<file path="config.mk">
export PLATFORM = sky130hd
export DESIGN_NAME = source_token_lexer
export DESIGN_NICKNAME = d
export VERILOG_FILES = /design/src/rtl/core/stl_pkg.sv /design/src/rtl/core/source_token_lexer.sv
export SDC_FILE = /design/constraint.sdc
export NUM_CORES = 1
export LEC_CHECK = 0
export BUFFER_PORTS_ARGS = -buffer_cell sky130_fd_sc_hd__buf_2
export CAP_MARGIN = 0
export CELL_PAD_IN_SITES_DETAIL_PLACEMENT = 1
export CELL_PAD_IN_SITES_GLOBAL_PLACEMENT = 2
export CORE_ASPECT_RATIO = 0.8
export CORE_MARGIN = 1.5
export CORE_UTILIZATION = 45
export DETAILED_ROUTE_END_ITERATION = 12
export PLACE_DENSITY = 0.83
export SYNTH_ARGS = -nofsm -noshare
export SYNTH_HDL_FRONTEND = slang
export SYNTH_SLANG_ARGS = --single-unit
</file>
<file path="constraint.sdc">
create_clock -name clock -period 11.7 [get_ports clock]
set_clock_uncertainty 0.1 [all_clocks]
set_input_delay 0.585 -clock clock [delete_from_list [all_inputs] [get_ports clock]]
set_output_delay 0.585 -clock clock [all_outputs]
set_load 0.01 [all_outputs]
</file>
<file path="src/rtl/core/stl_pkg.sv">
`timescale 1ns / 1ps
// Shared codes, character classes, keyword tables and result type for the source token lexer.
package stl_pkg;

   localparam int POS_W  = 16;
   localparam int LEN_W  = 8;
   localparam int KIND_W = 5;
   localparam int MODE_W = 3;

   localparam int FIFO_DEPTH = 4;
   localparam int FIFO_AW    = $clog2(FIFO_DEPTH);

   // lexer modes
   localparam logic [MODE_W-1:0] MODE_IDLE    = 3'd0;
   localparam logic [MODE_W-1:0] MODE_IDENT   = 3'd1;
   localparam logic [MODE_W-1:0] MODE_NUMBER  = 3'd2;
   localparam logic [MODE_W-1:0] MODE_STRING  = 3'd3;
   localparam logic [MODE_W-1:0] MODE_ESCAPE  = 3'd4;
   localparam logic [MODE_W-1:0] MODE_OPER    = 3'd5;
   localparam logic [MODE_W-1:0] MODE_COMMENT = 3'd6;

   // token kinds
   localparam logic [KIND_W-1:0] KIND_EOF       = 5'd0;
   localparam logic [KIND_W-1:0] KIND_KW_BASE   = 5'd1;
   localparam logic [KIND_W-1:0] KIND_IDENT     = 5'd8;
   localparam logic [KIND_W-1:0] KIND_NUMBER    = 5'd9;
   localparam logic [KIND_W-1:0] KIND_STRING    = 5'd10;
   localparam logic [KIND_W-1:0] KIND_OP_ASSIGN = 5'd11;
   localparam logic [KIND_W-1:0] KIND_OP_ARROW  = 5'd12;
   localparam logic [KIND_W-1:0] KIND_OP_PLUS   = 5'd13;
   localparam logic [KIND_W-1:0] KIND_OP_MINUS  = 5'd14;
   localparam logic [KIND_W-1:0] KIND_OP_STAR   = 5'd15;
   localparam logic [KIND_W-1:0] KIND_OP_SLASH  = 5'd16;
   localparam logic [KIND_W-1:0] KIND_OP_EQ     = 5'd17;
   localparam logic [KIND_W-1:0] KIND_OP_GT     = 5'd18;
   localparam logic [KIND_W-1:0] KIND_OP_LT     = 5'd19;
   localparam logic [KIND_W-1:0] KIND_OP_LE     = 5'd20;
   localparam logic [KIND_W-1:0] KIND_COMMA     = 5'd21;
   localparam logic [KIND_W-1:0] KIND_SEMI      = 5'd22;
   localparam logic [KIND_W-1:0] KIND_LPAREN    = 5'd23;
   localparam logic [KIND_W-1:0] KIND_RPAREN    = 5'd24;
   localparam logic [KIND_W-1:0] KIND_LBRACK    = 5'd25;
   localparam logic [KIND_W-1:0] KIND_RBRACK    = 5'd26;
   localparam logic [KIND_W-1:0] KIND_LBRACE    = 5'd27;
   localparam logic [KIND_W-1:0] KIND_RBRACE    = 5'd28;
   localparam logic [KIND_W-1:0] KIND_COMMENT   = 5'd29;
   localparam logic [KIND_W-1:0] KIND_ILLEGAL   = 5'd30;
   localparam logic [KIND_W-1:0] KIND_OP_GE     = 5'd31;

   // characters with a role of their own
   localparam logic [7:0] CH_NUL    = 8'h00;
   localparam logic [7:0] CH_LF     = 8'h0A;
   localparam logic [7:0] CH_QUOTE  = 8'h22;
   localparam logic [7:0] CH_HASH   = 8'h23;
   localparam logic [7:0] CH_DOT    = 8'h2E;
   localparam logic [7:0] CH_BSLASH = 8'h5C;
   localparam logic [7:0] CH_UNDER  = 8'h5F;

   localparam int NUM_KW = 7;

   localparam logic [7:0] KW_TEXT [NUM_KW][8] = '{
      '{"l", "e", "t", 8'h00, 8'h00, 8'h00, 8'h00, 8'h00},
      '{"f", "n", 8'h00, 8'h00, 8'h00, 8'h00, 8'h00, 8'h00},
      '{"m", "a", "t", "c", "h", 8'h00, 8'h00, 8'h00},
      '{"c", "a", "s", "e", 8'h00, 8'h00, 8'h00, 8'h00},
      '{"r", "e", "t", "u", "r", "n", 8'h00, 8'h00},
      '{"f", "l", "o", "a", "t", 8'h00, 8'h00, 8'h00},
      '{"i", "n", "t", 8'h00, 8'h00, 8'h00, 8'h00, 8'h00}
   };

   localparam logic [LEN_W-1:0] KW_LEN [NUM_KW] = '{
      8'd3, 8'd2, 8'd5, 8'd4, 8'd6, 8'd5, 8'd3
   };

   typedef struct packed {
      logic [KIND_W-1:0] kind;
      logic [POS_W-1:0]  line;
      logic [POS_W-1:0]  column;
      logic [POS_W-1:0]  offset;
      logic [LEN_W-1:0]  length;
      logic              last;
   } rsp_type;

   function automatic logic is_alpha(input logic [7:0] b);
      return (b >= "a" && b <= "z") || (b >= "A" && b <= "Z");
   endfunction

   function automatic logic is_digit(input logic [7:0] b);
      return b >= "0" && b <= "9";
   endfunction

   function automatic logic is_space(input logic [7:0] b);
      return b == " " || (b >= 8'd9 && b <= 8'd13);
   endfunction

   function automatic logic is_punct(input logic [7:0] b);
      return (b >= 8'd33 && b <= 8'd47) || (b >= 8'd58 && b <= 8'd64) ||
             (b >= 8'd91 && b <= 8'd96) || (b >= 8'd123 && b <= 8'd126);
   endfunction

   function automatic logic is_oper_start(input logic [7:0] b);
      return b == ":" || b == "+" || b == "-" || b == "/" ||
             b == "=" || b == ">" || b == "<" || b == "*";
   endfunction

   // keywords whose character at pos equals b
   function automatic logic [NUM_KW-1:0] kw_match(input logic [7:0] b,
                                                 input logic [LEN_W-1:0] pos);
      logic [NUM_KW-1:0] m;
      m = '0;
      for (int i = 0; i < NUM_KW; i++) begin
         m[i] = (pos < KW_LEN[i]) && (KW_TEXT[i][pos[2:0]] == b);
      end
      return m;
   endfunction

   function automatic logic [KIND_W-1:0] oper_kind(input logic [LEN_W-1:0] run,
                                                  input logic [7:0] a,
                                                  input logic [7:0] c);
      logic [KIND_W-1:0] k;
      k = KIND_ILLEGAL;
      if (run == 8'd1) begin
         case (a)
            "+":     k = KIND_OP_PLUS;
            "-":     k = KIND_OP_MINUS;
            "*":     k = KIND_OP_STAR;
            "/":     k = KIND_OP_SLASH;
            "=":     k = KIND_OP_EQ;
            ">":     k = KIND_OP_GT;
            "<":     k = KIND_OP_LT;
            default: k = KIND_ILLEGAL;
         endcase
      end else if (run == 8'd2) begin
         if (a == ":" && c == "=") k = KIND_OP_ASSIGN;
         else if (a == "-" && c == ">") k = KIND_OP_ARROW;
         else if (a == "<" && c == "=") k = KIND_OP_LE;
         else if (a == ">" && c == "=") k = KIND_OP_GE;
      end
      return k;
   endfunction

   // single-byte token at a token start: brackets and separators, else illegal
   function automatic logic [KIND_W-1:0] punct_kind(input logic [7:0] b);
      logic [KIND_W-1:0] k;
      case (b)
         ",":     k = KIND_COMMA;
         ";":     k = KIND_SEMI;
         "(":     k = KIND_LPAREN;
         ")":     k = KIND_RPAREN;
         "[":     k = KIND_LBRACK;
         "]":     k = KIND_RBRACK;
         "{":     k = KIND_LBRACE;
         "}":     k = KIND_RBRACE;
         default: k = KIND_ILLEGAL;
      endcase
      return k;
   endfunction

endpackage

</file>
<file path="src/rtl/core/source_token_lexer.sv">
`timescale 1ns / 1ps
// Source token lexer: byte stream in, tokens with start positions and lengths out.
// One source byte is taken per cycle, unless the input stalls, into an input register;
// once the queue has room it is classified against the current lexer mode and gives zero,
// one or two tokens for a four-entry result queue, so a byte that ends a token and starts
// a single-byte one gives two items. The input stalls only while the queue holds more than
// two items, so with the result side draining one item per cycle the sustained rate is one
// byte per cycle, bounded by the single read port of the result queue when bytes give two
// tokens each. A zero byte or the end mark flushes the pending token and emits end-of-file;
// every later byte gives one more end-of-file until reset. Positions saturate at
// min(2^POS_BITS-1, 65535), lengths at min(MAX_TOKEN_LEN, 255).
module source_token_lexer
   import stl_pkg::*;
#(
   parameter int MAX_TOKEN_LEN = 255,
   parameter int POS_BITS      = 16
) (
   input  logic              clock,
   input  logic              reset,
   input  logic              req_valid,
   output logic              req_stall,
   input  logic [7:0]        req_char_byte,
   input  logic              req_at_end,
   output logic              rsp_valid,
   input  logic              rsp_stall,
   output logic [KIND_W-1:0] rsp_token_kind,
   output logic [POS_W-1:0]  rsp_start_line,
   output logic [POS_W-1:0]  rsp_start_column,
   output logic [POS_W-1:0]  rsp_start_offset,
   output logic [LEN_W-1:0]  rsp_token_length,
   output logic              rsp_last_result
);

   localparam int POS_CAP = (POS_BITS >= POS_W) ? 65535 : (1 << POS_BITS) - 1;
   localparam int LEN_CAP = (MAX_TOKEN_LEN > 255) ? 255 : MAX_TOKEN_LEN;
   localparam logic [POS_W-1:0] POS_LIMIT = POS_W'(POS_CAP);
   localparam logic [LEN_W-1:0] LEN_LIMIT = LEN_W'(LEN_CAP);

   function automatic logic [POS_W-1:0] pos_inc(input logic [POS_W-1:0] x);
      return (x < POS_LIMIT) ? x + 1'b1 : POS_LIMIT;
   endfunction

   function automatic logic [LEN_W-1:0] len_inc(input logic [LEN_W-1:0] x);
      return (x < LEN_LIMIT) ? x + 1'b1 : LEN_LIMIT;
   endfunction

   // input register
   logic        in_valid_ff, in_valid_in;
   logic [7:0]  in_byte_ff, in_byte_in;
   logic        in_end_ff, in_end_in;

   // lexer state
   logic [MODE_W-1:0] mode_ff, mode_in;
   logic [LEN_W-1:0]  run_ff, run_in;
   logic [POS_W-1:0]  tok_line_ff, tok_line_in;
   logic [POS_W-1:0]  tok_col_ff, tok_col_in;
   logic [POS_W-1:0]  tok_off_ff, tok_off_in;
   logic [POS_W-1:0]  line_ff, line_in;
   logic [POS_W-1:0]  col_ff, col_in;
   logic [POS_W-1:0]  byte_ff, byte_in;
   logic [NUM_KW-1:0] kw_ff, kw_in;
   logic              dot_ff, dot_in;
   logic [7:0]        opa_ff, opa_in;
   logic [7:0]        opc_ff, opc_in;
   logic              finished_ff, finished_in;

   // result queue
   rsp_type              fifo_ff [FIFO_DEPTH];
   logic [FIFO_AW-1:0]   wr_ptr_ff, wr_ptr_in;
   logic [FIFO_AW-1:0]   rd_ptr_ff, rd_ptr_in;
   logic [FIFO_AW:0]     count_ff, count_in;

   logic       accept, fire, pop;
   logic       r0_v, r1_v;
   rsp_type    r0, r1, wr_a;
   logic [1:0] n_push;

   logic              is_end, brk, start;
   logic [7:0]        b;
   logic [POS_W-1:0]  line_n, col_n;
   logic [KIND_W-1:0] flush_kind;
   logic              flush_live;

   assign fire      = in_valid_ff && (count_ff <= (FIFO_AW + 1)'(FIFO_DEPTH - 2));
   assign req_stall = in_valid_ff && !fire;
   assign accept    = req_valid && !req_stall;
   assign pop       = rsp_valid && !rsp_stall;

   always_comb begin
      in_valid_in = in_valid_ff;
      in_byte_in  = in_byte_ff;
      in_end_in   = in_end_ff;
      if (accept) begin
         in_valid_in = 1'b1;
         in_byte_in  = req_char_byte;
         in_end_in   = req_at_end;
      end else if (fire) begin
         in_valid_in = 1'b0;
      end
   end

   // kind of the pending token, should it end now
   always_comb begin
      flush_live = 1'b1;
      flush_kind = KIND_ILLEGAL;
      case (mode_ff)
         MODE_IDENT: begin
            flush_kind = KIND_IDENT;
            for (int i = NUM_KW - 1; i >= 0; i--) begin
               if (kw_ff[i] && run_ff == KW_LEN[i]) flush_kind = KIND_KW_BASE + KIND_W'(i);
            end
         end
         MODE_NUMBER:  flush_kind = KIND_NUMBER;
         MODE_STRING:  flush_kind = KIND_ILLEGAL;
         MODE_ESCAPE:  flush_kind = KIND_ILLEGAL;
         MODE_OPER:    flush_kind = oper_kind(run_ff, opa_ff, opc_ff);
         MODE_COMMENT: flush_kind = KIND_COMMENT;
         default:      flush_live = 1'b0;
      endcase
   end

   always_comb begin
      mode_in     = mode_ff;
      run_in      = run_ff;
      tok_line_in = tok_line_ff;
      tok_col_in  = tok_col_ff;
      tok_off_in  = tok_off_ff;
      line_in     = line_ff;
      col_in      = col_ff;
      byte_in     = byte_ff;
      kw_in       = kw_ff;
      dot_in      = dot_ff;
      opa_in      = opa_ff;
      opc_in      = opc_ff;
      finished_in = finished_ff;
      r0_v        = 1'b0;
      r1_v        = 1'b0;
      r0          = '0;
      r1          = '0;
      brk         = 1'b0;
      start       = 1'b0;

      b      = in_byte_ff;
      is_end = in_end_ff || (b == CH_NUL);
      if (b == CH_LF) begin
         line_n = pos_inc(line_ff);
         col_n  = '0;
      end else begin
         line_n = line_ff;
         col_n  = pos_inc(col_ff);
      end

      if (fire) begin
         if (finished_ff) begin
            r1_v = 1'b1;
            r1   = '{KIND_EOF, line_ff, col_ff, byte_ff, '0, 1'b0};
         end else if (is_end) begin
            r0_v        = flush_live;
            r0          = '{flush_kind, tok_line_ff, tok_col_ff, tok_off_ff, run_ff, 1'b0};
            r1_v        = 1'b1;
            r1          = '{KIND_EOF, line_ff, col_ff, byte_ff, '0, 1'b0};
            mode_in     = MODE_IDLE;
            finished_in = 1'b1;
         end else begin
            byte_in = pos_inc(byte_ff);
            line_in = line_n;
            col_in  = col_n;
            case (mode_ff)
               MODE_IDENT: begin
                  if (is_alpha(b) || is_digit(b) || b == CH_UNDER) begin
                     kw_in  = kw_ff & kw_match(b, run_ff);
                     run_in = len_inc(run_ff);
                  end else begin
                     brk = 1'b1;
                  end
               end
               MODE_NUMBER: begin
                  if (is_digit(b) || (b == CH_DOT && !dot_ff)) begin
                     if (b == CH_DOT) dot_in = 1'b1;
                     run_in = len_inc(run_ff);
                  end else begin
                     brk = 1'b1;
                  end
               end
               MODE_STRING: begin
                  if (b == CH_QUOTE) begin
                     r0_v    = 1'b1;
                     r0      = '{KIND_STRING, tok_line_ff, tok_col_ff, tok_off_ff, run_ff, 1'b0};
                     mode_in = MODE_IDLE;
                  end else if (b == CH_BSLASH) begin
                     mode_in = MODE_ESCAPE;
                  end else begin
                     run_in = len_inc(run_ff);
                  end
               end
               MODE_ESCAPE: begin
                  run_in  = len_inc(run_ff);
                  mode_in = MODE_STRING;
               end
               MODE_OPER: begin
                  if (is_punct(b)) begin
                     if (run_ff == 8'd1) opc_in = b;
                     run_in = len_inc(run_ff);
                  end else begin
                     brk = 1'b1;
                  end
               end
               MODE_COMMENT: begin
                  if (b == CH_LF) brk = 1'b1;
                  else run_in = len_inc(run_ff);
               end
               default: begin
                  mode_in = MODE_IDLE;
                  start   = 1'b1;
               end
            endcase

            // emit the pending token, then treat this byte as a fresh start
            if (brk) begin
               r0_v    = 1'b1;
               r0      = '{flush_kind, tok_line_ff, tok_col_ff, tok_off_ff, run_ff, 1'b0};
               mode_in = MODE_IDLE;
               start   = 1'b1;
            end

            if (start) begin
               if (is_space(b)) begin
                  mode_in = MODE_IDLE;
               end else if (is_alpha(b) || is_digit(b) || b == CH_QUOTE ||
                            is_oper_start(b) || b == CH_HASH) begin
                  tok_line_in = line_n;
                  tok_col_in  = col_n;
                  tok_off_in  = byte_ff;
                  run_in      = 8'd1;
                  if (is_alpha(b)) begin
                     mode_in = MODE_IDENT;
                     kw_in   = kw_match(b, '0);
                  end else if (is_digit(b)) begin
                     mode_in = MODE_NUMBER;
                     dot_in  = 1'b0;
                  end else if (b == CH_QUOTE) begin
                     mode_in = MODE_STRING;
                     run_in  = '0;
                  end else if (is_oper_start(b)) begin
                     mode_in = MODE_OPER;
                     opa_in  = b;
                     opc_in  = '0;
                  end else begin
                     mode_in = MODE_COMMENT;
                  end
               end else begin
                  r1_v = 1'b1;
                  r1   = '{punct_kind(b), line_n, col_n, byte_ff, 8'd1, 1'b0};
               end
            end
         end
      end

      // mark the final token of this item
      if (r1_v) r1.last = 1'b1;
      else r0.last = 1'b1;
   end

   // pack up to two results into consecutive queue slots
   always_comb begin
      wr_a      = r0_v ? r0 : r1;
      n_push    = {1'b0, r0_v} + {1'b0, r1_v};
      wr_ptr_in = wr_ptr_ff + FIFO_AW'(n_push);
      rd_ptr_in = rd_ptr_ff + FIFO_AW'(pop);
      count_in  = count_ff + (FIFO_AW + 1)'(n_push) - (FIFO_AW + 1)'(pop);
   end

   always_ff @(posedge clock) begin
      if (r0_v || r1_v) fifo_ff[wr_ptr_ff] <= wr_a;
      if (r0_v && r1_v) fifo_ff[wr_ptr_ff + 1'b1] <= r1;
      in_byte_ff  <= in_byte_in;
      in_end_ff   <= in_end_in;
      if (reset) begin
         in_valid_ff <= 1'b0;
         mode_ff     <= MODE_IDLE;
         line_ff     <= POS_W'(1);
         col_ff      <= '0;
         byte_ff     <= '0;
         kw_ff       <= '1;
         finished_ff <= 1'b0;
         wr_ptr_ff   <= '0;
         rd_ptr_ff   <= '0;
         count_ff    <= '0;
         run_ff      <= '0;
         tok_line_ff <= POS_W'(1);
         tok_col_ff  <= '0;
         tok_off_ff  <= '0;
         dot_ff      <= 1'b0;
         opa_ff      <= '0;
         opc_ff      <= '0;
      end else begin
         in_valid_ff <= in_valid_in;
         mode_ff     <= mode_in;
         line_ff     <= line_in;
         col_ff      <= col_in;
         byte_ff     <= byte_in;
         kw_ff       <= kw_in;
         finished_ff <= finished_in;
         wr_ptr_ff   <= wr_ptr_in;
         rd_ptr_ff   <= rd_ptr_in;
         count_ff    <= count_in;
         run_ff      <= run_in;
         tok_line_ff <= tok_line_in;
         tok_col_ff  <= tok_col_in;
         tok_off_ff  <= tok_off_in;
         dot_ff      <= dot_in;
         opa_ff      <= opa_in;
         opc_ff      <= opc_in;
      end
   end

   assign rsp_valid        = (count_ff != '0);
   assign rsp_token_kind   = fifo_ff[rd_ptr_ff].kind;
   assign rsp_start_line   = fifo_ff[rd_ptr_ff].line;
   assign rsp_start_column = fifo_ff[rd_ptr_ff].column;
   assign rsp_start_offset = fifo_ff[rd_ptr_ff].offset;
   assign rsp_token_length = fifo_ff[rd_ptr_ff].length;
   assign rsp_last_result  = fifo_ff[rd_ptr_ff].last;

endmodule
</file>
==> flow_summary_export.csv, run 1 <==
group,metric,value,unit
global_route,vias_in_the_first_global_route,16600,
synthesis,ys_ff_latch,397,
die,initial_core_util,45.5,%
global_route,grt_use_total,28.0,%
power_and_ir_drop,power.clock.fraction,37.6,%
sta,fmaxAchievable,154,MHz
sta,timing_worst_slew_pin_value,1.39,ns
min_path,holdPathEnd,"in_end_ff$_DFFE_PP_",
cells_and_area,number_of_filler_instances_in_the_final_layout,4828,
setup_path,crit_path_start_kind,"register",
clock_network,clock_sink_count,397,
setup_path,cp.buffers_inverters,4,
power_and_ir_drop,switching_power,0.00110,W
die,placeable_core_region,0.0456,mm²
synthesis,synth_common_cells,"229 x sky130_fd_sc_hd__edfxtp_1, 222 x sky130_fd_sc_hd__a22o_1, 179 x sky130_fd_sc_hd__nand2_1",
synthesis,ys_seq_area_share,49.3,%
clock_network,cts-resized-gates,0,
global_route,maximum_number_of_pins_on_one_net_before_global_route_repair,71,
power_and_ir_drop,ir_drop,113,µV
synthesis,syn_area_per_cell,10.8,µm²
sta,slew_viol_final,0,
power_and_ir_drop,netSwitchingFraction,29.5,%
die,floorplan.rows,70,
setup_path,critical_path.cell_chain,"nor3_1 > nand4_1 > o32ai_1 > a21oi_4 > a31oi_2 > buf_4 > inv_2 > ha_1 > nor2_1 > a21oi_1 > inv_2 > buf_4",
clock_network,clk_latency,0.60,ns
clock_network,clock_tree.root_cell,"sky130_fd_sc_hd__clkbuf_16",
setup_path,cp_slowest_cell,"sky130_fd_sc_hd__a21oi_1",
sta,worst_slew_margin_rel,7.39,%
setup_path,path_class,"reg2reg",
setup_path,timing.critical_path.fanout_max,38,
synthesis,ys.warnings.count,0,
cells_and_area,final_core_util,50.0,%
global_route,grt_first_pass_wirelength,103000,µm
setup_path,r2r_start,"b[4]$_DFFE_PP_",
clock_network,cts-root-to-sink-buffers,3,
detailed_routing,routedWlPerCell,26.4,µm
die,die_height,195,µm
global_route,antenna_found_initial,0,
synthesis,yosysTopAreaCell,"sky130_fd_sc_hd__edfxtp_1",
clock_network,htreeDepth,2,
setup_path,r2r_setup_slack,5.19,ns
detailed_routing,first_pass_iters,5,
place,detailedPlace.worstSlack,5.28,ns
place,detailed_place_hpwl,42600,µm
sta,layout_worst_path_cycle_share,55.6,%
min_path,holdCritPathClass,"in2reg",
synthesis,net_count_of_the_mapped_netlist,1955,
setup_path,cp_slowest_stage_delay,1.10,ns
cells_and_area,num_antenna_cells,0,
min_path,min_from,"req_at_end",
synthesis,synth.top_cells.by_area,"sky130_fd_sc_hd__edfxtp_1 33%, sky130_fd_sc_hd__dfxtp_1 16%, sky130_fd_sc_hd__a22o_1 9.4%, sky130_fd_sc_hd__mux4_2 6.7%, sky130_fd_sc_hd__a21oi_1 3.8%",
power_and_ir_drop,comb_power_share,18.8,%
detailed_routing,post_drt_via_cell_ratio,6.49,
die,die-width,243,µm
run,max-cap-violations,0,
synthesis,yosysMostFrequentCell,"sky130_fd_sc_hd__edfxtp_1",
sta,final_period_minus_worst_setup_slack,6.51,ns
place,port_buffers,76,
setup_path,worst-endpoint-arrival,6.66,ns
cells_and_area,final_layout_size_suffix_gt1_share,15.2,%
power_and_ir_drop,power_per_cell_area,163,mW/mm²
synthesis,yosysUniqueCellTypes,90,
setup_path,crit_required,11.85,ns
clock_network,cts.repair_timing.setup_buffer_count,0,
setup_path,timing.reg2reg.worst_path_depth,12,
power_and_ir_drop,cell_int_power,0.00262,W
sta,hold_viol,0,
sta,worst_hold_margin,0.0748,ns
clock_network,clk_pin_slew_worst_paths,0.06,ns
synthesis,number_of_flops_mapped_to_enable_cells_by_yosys,229,
cells_and_area,area_delta_synth_final,9.94,%
clock_network,clock_tree_from_tritoncts,"built",
sta,grt_setup_unrepaired,"no",
power_and_ir_drop,leakage,7.34,nW
sta,fin_ws,5.19,ns
detailed_routing,dr_total_vias,16500,
detailed_routing,routed_wl,67100,µm
synthesis,area_of_the_mapped_netlist,0.0208,mm²
global_route,grt_util_met3,4.16,%
power_and_ir_drop,power_frac_seq,43.5,%
setup_path,endpoint_kind,"register",
die,dieArea,0.0474,mm²
setup_path,regToRegEndpoint,"fifo_ff[2][42]$_DFFE_PP_",
sta,setup_viol_count_final,0,
status,run_status,"completed",
synthesis,synthFlopType,"sky130_fd_sc_hd__edfxtp_1",
global_route,global_route.overflow_total,0,
die,number_of_ports_placed_on_the_die_boundary,77,
clock_network,total_cts_buffers,42,
clock_network,cts-hold-fix-buffers,0,
global_route,use_met1,41.3,%
cells_and_area,fin_nets,1927,
global_route,grt_use_met2,43.4,%
detailed_routing,drcViolationCount,0,
setup_path,cp_top_family,"compound AO/OA/AOI/OAI gates",
synthesis,synthCells,1923,
min_path,hold_depth,1,
synthesis,synth_async_sr_flop_share,0,%
sta,setup-tns-final,0,ns
detailed_routing,ant_nets,0,
detailed_routing,drt_first_iter_violations,1410,
synthesis,yosysTopAreaCellShare,33.1,%
place,finalWeightedCongestion,0.860,
global_route,global_route.peak_usage_layer,"met2",
## worst max-delay path by stage
stage                         from                        to  slack [ns]  cells past startpoint
floorplan           b[7]$_DFFE_PP_  fifo_ff[2][57]$_DFFE_PP_        6.61                     15
global route        b[4]$_DFFE_PP_  fifo_ff[2][38]$_DFFE_PP_        4.91                     12
CTS                 b[4]$_DFFE_PP_  fifo_ff[2][42]$_DFFE_PP_        5.28                     13
global placement    b[4]$_DFFE_PP_  fifo_ff[2][25]$_DFFE_PP_        5.67                     13
finish              b[4]$_DFFE_PP_  fifo_ff[2][42]$_DFFE_PP_        5.19                     12
detailed placement  b[4]$_DFFE_PP_  fifo_ff[2][45]$_DFFE_PP_        5.28                     13
## logic make-up after synthesis
group / count (synthesis) / synth area share (%)
mux: 90 / 8.11
xor+xnor: 40 / 1.69
flops: 397 / 49.3
compound gates: 622 / 22.4
fa+ha+maj: 19 / 1.18
buf+inv: 217 / 4.68
simple gates: 538 / 12.6
## placed cells by master, fill, tap and decap left out, types with 13 or more instances in the layout
cell	count
sky130_fd_sc_hd__nor4_1	16
sky130_fd_sc_hd__o22ai_1	31
sky130_fd_sc_hd__a311oi_1	16
sky130_fd_sc_hd__clkbuf_16	42
sky130_fd_sc_hd__dfxtp_1	166
sky130_fd_sc_hd__o21ai_0	41
sky130_fd_sc_hd__inv_1	27
sky130_fd_sc_hd__nor3_1	46
sky130_fd_sc_hd__o211ai_1	15
sky130_fd_sc_hd__ha_1	18
sky130_fd_sc_hd__a211oi_1	18
sky130_fd_sc_hd__xnor2_1	21
sky130_fd_sc_hd__mux4_2	62
sky130_fd_sc_hd__buf_4	35
sky130_fd_sc_hd__a22o_1	222
sky130_fd_sc_hd__and3_1	15
sky130_fd_sc_hd__mux2i_1	22
sky130_fd_sc_hd__nor2_1	113
sky130_fd_sc_hd__a21oi_1	156
sky130_fd_sc_hd__a31oi_1	24
sky130_fd_sc_hd__buf_2	75
sky130_fd_sc_hd__nor2b_1	17
sky130_fd_sc_hd__nand3_1	42
sky130_fd_sc_hd__or3_1	13
sky130_fd_sc_hd__nand4_1	21
sky130_fd_sc_hd__xor2_1	19
sky130_fd_sc_hd__nand2_1	179
sky130_fd_sc_hd__edfxtp_1	229
## state kept, by name, indices dropped and copies added, names as in the netlist
register and count:
fifo_ff 248, byte_ff 16, col_ff 16, line_ff 16, tok_col_ff 16, tok_line_ff 16
tok_off_ff 16, b 8, opa_ff 8, opc_ff 8, run_ff 8, kw_ff 7
count_ff 3, mode_ff 3, rd_ptr_ff 2, wr_ptr_ff 2, dot_ff 1, finished_ff 1
in_end_ff 1, in_valid_ff 1
## cell type report
| class | count | area, µm² | area share [%] |
|---|---|---|---|
| inverters | 35 | 131 | 0.576 |
| repair buffers | 110 | 638 | 2.80 |
| clock inverters | 18 | 246 | 1.08 |
| well taps | 612 | 766 | 3.35 |
| clock buffers | 59 | 1180 | 5.19 |
| multi-input cells | 1309 | 9610 | 42.1 |
| flip-flops and latches | 397 | 10200 | 44.9 |
## routing by layer
| layer | vias up | share of wire (%) |
|---|---|---|
| met5 | - | 0 |
| met4 | 0 | 1.6 |
| met3 | 87 | 6.3 |
| met2 | 558 | 45 |
| met1 | 8459 | 47 |
| li1 | 7390 | - |
## per-stage QoR
step	total power [W]	std cells	cell area, µm²
CTS	0.00375	2540	22800
floorplan	0.00207	1923	20800
global placement	0.00234	2463	21400
finish	0.00372	2540	22800
global route	0.00384	2540	22800
detailed placement	0.00235	2463	21400
## power by group through the flow
stage | sequential [W] | clock, W | combinational, W
5_1_grt | 0.00163 | 0.00146 | 0.000743
3_3_place_gp | 0.00164 | 0 | 0.000693
4_1_cts | 0.00162 | 0.00142 | 0.000705
3_5_place_dp | 0.00165 | 0 | 0.000703
2_1_floorplan | 0.00160 | 0 | 0.000474
6_report | 0.00162 | 0.00140 | 0.000701
Note: power is estimated with default switching activity, not from simulation.
==> run 2, diff against run 1 <==
--- a/config.mk
+++ b/config.mk
@@ -5,15 +5,16 @@
 export SDC_FILE = /design/constraint.sdc
 export NUM_CORES = 1
 export LEC_CHECK = 0
+export ABC_AREA = 1
 export BUFFER_PORTS_ARGS = -buffer_cell sky130_fd_sc_hd__buf_2
 export CAP_MARGIN = 0
 export CELL_PAD_IN_SITES_DETAIL_PLACEMENT = 1
 export CELL_PAD_IN_SITES_GLOBAL_PLACEMENT = 2
 export CORE_ASPECT_RATIO = 0.8
 export CORE_MARGIN = 1.5
-export CORE_UTILIZATION = 45
+export CORE_UTILIZATION = 33
 export DETAILED_ROUTE_END_ITERATION = 12
-export PLACE_DENSITY = 0.83
+export PLACE_DENSITY = 0.74
 export SYNTH_ARGS = -nofsm -noshare
 export SYNTH_HDL_FRONTEND = slang
 export SYNTH_SLANG_ARGS = --single-unit
==> constraint.sdc (replaced) <==
create_clock -name clock -period 5.7 [get_ports clock]
set_clock_uncertainty 0.1 [all_clocks]
set_input_delay 0.285 -clock clock [delete_from_list [all_inputs] [get_ports clock]]
set_output_delay 0.285 -clock clock [all_outputs]
set_load 0.01 [all_outputs]
==> flow_summary_export.csv, run 2 <==
group,metric,value,unit
cells_and_area,num_antenna_cells,0,
place,dpl.cell_count,3890,
cells_and_area,final_layout_size_suffix_gt1_share,9.76,%
clock_network,htreeDepth,2,
clock_network,cts-root-to-sink-buffers,3,
synthesis,synth.top_cells.by_area,"sky130_fd_sc_hd__edfxtp_1 31%, sky130_fd_sc_hd__dfxtp_1 15%, sky130_fd_sc_hd__nand2_1 13%, sky130_fd_sc_hd__nand3_1 9.0%, sky130_fd_sc_hd__o21ai_0 6.8%",
cells_and_area,final_core_util,37.7,%
setup_path,worst-endpoint-arrival,4.89,ns
die,dieArea,0.0695,mm²
synthesis,yosysUniqueCellTypes,52,
sta,timing_worst_slew_pin_value,1.14,ns
detailed_routing,routedWlPerCell,22.9,µm
place,detailed_place_hpwl,57900,µm
synthesis,yosysMostFrequentCell,"sky130_fd_sc_hd__nand2_1",
die,number_of_ports_placed_on_the_die_boundary,77,
cells_and_area,layout_common_cells,"744 x sky130_fd_sc_hd__nand2_1, 402 x sky130_fd_sc_hd__nand3_1, 303 x sky130_fd_sc_hd__o21ai_0",
die,die-width,294,µm
clock_network,cts.repair_timing.setup_buffer_count,0,
die,initial_core_util,33.4,%
clock_network,clock_tree_from_tritoncts,"built",
detailed_routing,ant_nets,0,
setup_path,path_class,"reg2reg",
detailed_routing,drcViolationCount,0,
sta,setup-tns-final,0,ns
clock_network,clk_latency,0.62,ns
detailed_routing,drt_first_iter_violations,1795,
synthesis,number_of_flops_mapped_to_enable_cells_by_yosys,229,
min_path,holdCritPathClass,"in2reg",
status,run_status,"completed",
detailed_routing,dr_total_vias,21700,
setup_path,crit_path_start_kind,"register",
sta,worst_hold_margin,0.0924,ns
cells_and_area,fin_nets,3068,
synthesis,synth_common_cells,"748 x sky130_fd_sc_hd__nand2_1, 402 x sky130_fd_sc_hd__nand3_1, 303 x sky130_fd_sc_hd__o21ai_0",
synthesis,yosysTopAreaCell,"sky130_fd_sc_hd__edfxtp_1",
sta,slew_viol_final,0,
synthesis,net_count_of_the_mapped_netlist,3059,
cells_and_area,area_delta_synth_final,13.2,%
synthesis,yosysTopAreaCellShare,30.7,%
die,floorplan.rows,85,
sta,final_period_minus_worst_setup_slack,4.73,ns
die,die_height,236,µm
global_route,grt_first_pass_wirelength,138000,µm
detailed_routing,post_drt_via_cell_ratio,5.44,
sta,layout_worst_path_cycle_share,83.1,%
detailed_routing,first_pass_iters,5,
setup_path,endpoint_kind,"register",
clock_network,clock_sink_count,397,
clock_network,clk_pin_slew_worst_paths,0.06,ns
setup_path,crit_path_start,"b[7]$_DFFE_PP_",
setup_path,timing.critical_path.fanout_max,43,
synthesis,ys_ff_latch,397,
setup_path,r2r_start,"b[7]$_DFFE_PP_",
min_path,min_from,"rsp_stall",
cells_and_area,most_flops_register,"fifo_ff",
place,port_buffers,76,
synthesis,ys.warnings.count,0,
synthesis,syn_area_per_cell,7.41,µm²
global_route,global_route.overflow_total,0,
global_route,vias_in_the_first_global_route,21900,
sta,worst_slew_margin_rel,22.9,%
clock_network,total_cts_buffers,47,
run,max-cap-violations,0,
sta,setup_viol_count_final,0,
clock_network,cts-resized-gates,0,
sta,fmaxAchievable,211,MHz
cells_and_area,post_route_insts_no_fill,3988,
power_and_ir_drop,ir_drop,225,µV
setup_path,crit_required,5.86,ns
power_and_ir_drop,fin_total_pwr,0.00909,W
synthesis,ys_seq_area_share,45.7,%
global_route,grt_use_total,26.1,%
die,placeable_core_region,0.0672,mm²
clock_network,clock_tree.root_cell,"sky130_fd_sc_hd__clkbuf_16",
cells_and_area,max_ffs_per_register,248,
sta,hold_viol,0,
cells_and_area,number_of_filler_instances_in_the_final_layout,8265,
global_route,maximum_number_of_pins_on_one_net_before_global_route_repair,79,
power_and_ir_drop,power_per_cell_area,358,mW/mm²
cells_and_area,layout_commonest_cell,"sky130_fd_sc_hd__nand2_1",
synthesis,synthFlopType,"sky130_fd_sc_hd__edfxtp_1",
global_route,antenna_found_initial,0,
detailed_routing,routed_wl,91100,µm
power_and_ir_drop,leakage,10.5,nW
synthesis,synthCells,3027,
synthesis,area_of_the_mapped_netlist,0.0224,mm²
sta,grt_setup_unrepaired,"no",
synthesis,synth_async_sr_flop_share,0,%
place,finalWeightedCongestion,0.900,
-- run 2: cell count changes after synthesis, moves of 19 or more --
cell / change
sky130_fd_sc_hd__a22o_1: -222
sky130_fd_sc_hd__inv_1: +190
sky130_fd_sc_hd__inv_2: +19
sky130_fd_sc_hd__mux2i_1: -22
sky130_fd_sc_hd__mux4_2: -62
sky130_fd_sc_hd__nand2_1: +569
sky130_fd_sc_hd__nand2_2: +21
sky130_fd_sc_hd__nand3_1: +360
sky130_fd_sc_hd__nor2_1: +157
sky130_fd_sc_hd__o21ai_0: +262
sky130_fd_sc_hd__o21ai_1: +21
sky130_fd_sc_hd__o22ai_1: +38
-- run 2: final timing paths --
| kind | to | slack [ns] | cells past startpoint |
|---|---|---|---|
| setup / recovery | fifo_ff[0][39]$_DFFE_PP_ | 0.97 | 22 |
| hold / removal | rd_ptr_ff[0]$_SDFF_PP0_ | 0.09 | 5 |
| setup reg to reg | fifo_ff[0][39]$_DFFE_PP_ | 0.97 | 22 |
| hold reg to reg | opc_ff[7]$_SDFFE_PP0P_ | 0.35 | 2 |
-- run 2: routing by layer --
metal / vias up / global-route usage (%) / wire length, µm
li1: 10200 / - / -
met1: 10900 / 38.4 / 45800
met2: 483 / 40.6 / 39800
met3: 95 / 3.07 / 3930
met4: 0 / 6.00 / 1610
met5: - / 0 / 0
-- run 2: logic make-up (layout without fill, tap and decap cells) --
family                     count (synthesis)  after routing  share of synthesized area [%]
adders and majority gates                 19             19                           1.09
DFF                                      397            397                           45.7
xor gates and xnor gates                  41             41                           1.60
muxes                                      1              1                         0.0502
and+or+nand+nor                         1571           1571                           30.4
buffers and inverters                    418            466                           7.46
AOI/OAI and AO/OA                        580            580                           13.7
-- run 2: report_power, final --
part | switching, W | total [W] | internal, W
sequential | 0.000118 | 0.00335 | 0.00323
clock | 0.00132 | 0.00318 | 0.00186
combinational | 0.00189 | 0.00256 | 0.000667
-- run 2: cell type report --
type	instances	area (µm²)	share of cell area [%]
Inverter	251	946	3.73
Multi-Input combinational cell	2212	10600	41.7
Timing Repair Buffer	127	826	3.26
Tap cell	913	1140	4.50
Clock inverter	12	130	0.513
Clock buffer	76	1500	5.92
Sequential cell	397	10200	40.4
-- run 2: critical path: stages (launching register included) --
cell and delay, ns:
sky130_fd_sc_hd__edfxtp_1 0.50, sky130_fd_sc_hd__inv_2 0.18, sky130_fd_sc_hd__nand2_1 0.13, sky130_fd_sc_hd__nor2_1 0.37
sky130_fd_sc_hd__nand2_1 0.10, sky130_fd_sc_hd__nand2_1 0.10, sky130_fd_sc_hd__nor2_1 0.08, sky130_fd_sc_hd__inv_2 0.07
sky130_fd_sc_hd__nand2_4 0.07, sky130_fd_sc_hd__nor2_4 0.12, sky130_fd_sc_hd__nand2_4 0.10, sky130_fd_sc_hd__nor2_8 0.24
sky130_fd_sc_hd__nand2_2 0.11, sky130_fd_sc_hd__nand2_4 0.07, sky130_fd_sc_hd__nand2_2 0.13, sky130_fd_sc_hd__inv_2 0.25
sky130_fd_sc_hd__ha_1 0.23, sky130_fd_sc_hd__inv_1 0.12, sky130_fd_sc_hd__nor3_2 0.25, sky130_fd_sc_hd__inv_1 0.07
sky130_fd_sc_hd__buf_4 0.21, sky130_fd_sc_hd__nand2_2 0.35, sky130_fd_sc_hd__buf_12 0.37
-- run 2: repair_timing --
item	in CTS	in global routing
hold buffers	10	0
endpoints found under the hold margin	10	0
endpoints found under the setup margin	0	0
-- run 2: stage by stage --
step	worst slack [ns]	area, µm²
global route	0.629	25400
detailed placement	1.09	23600
CTS	1.07	25400
finish	0.966	25400
global placement	1.25	23600
floorplan	0.811	22400
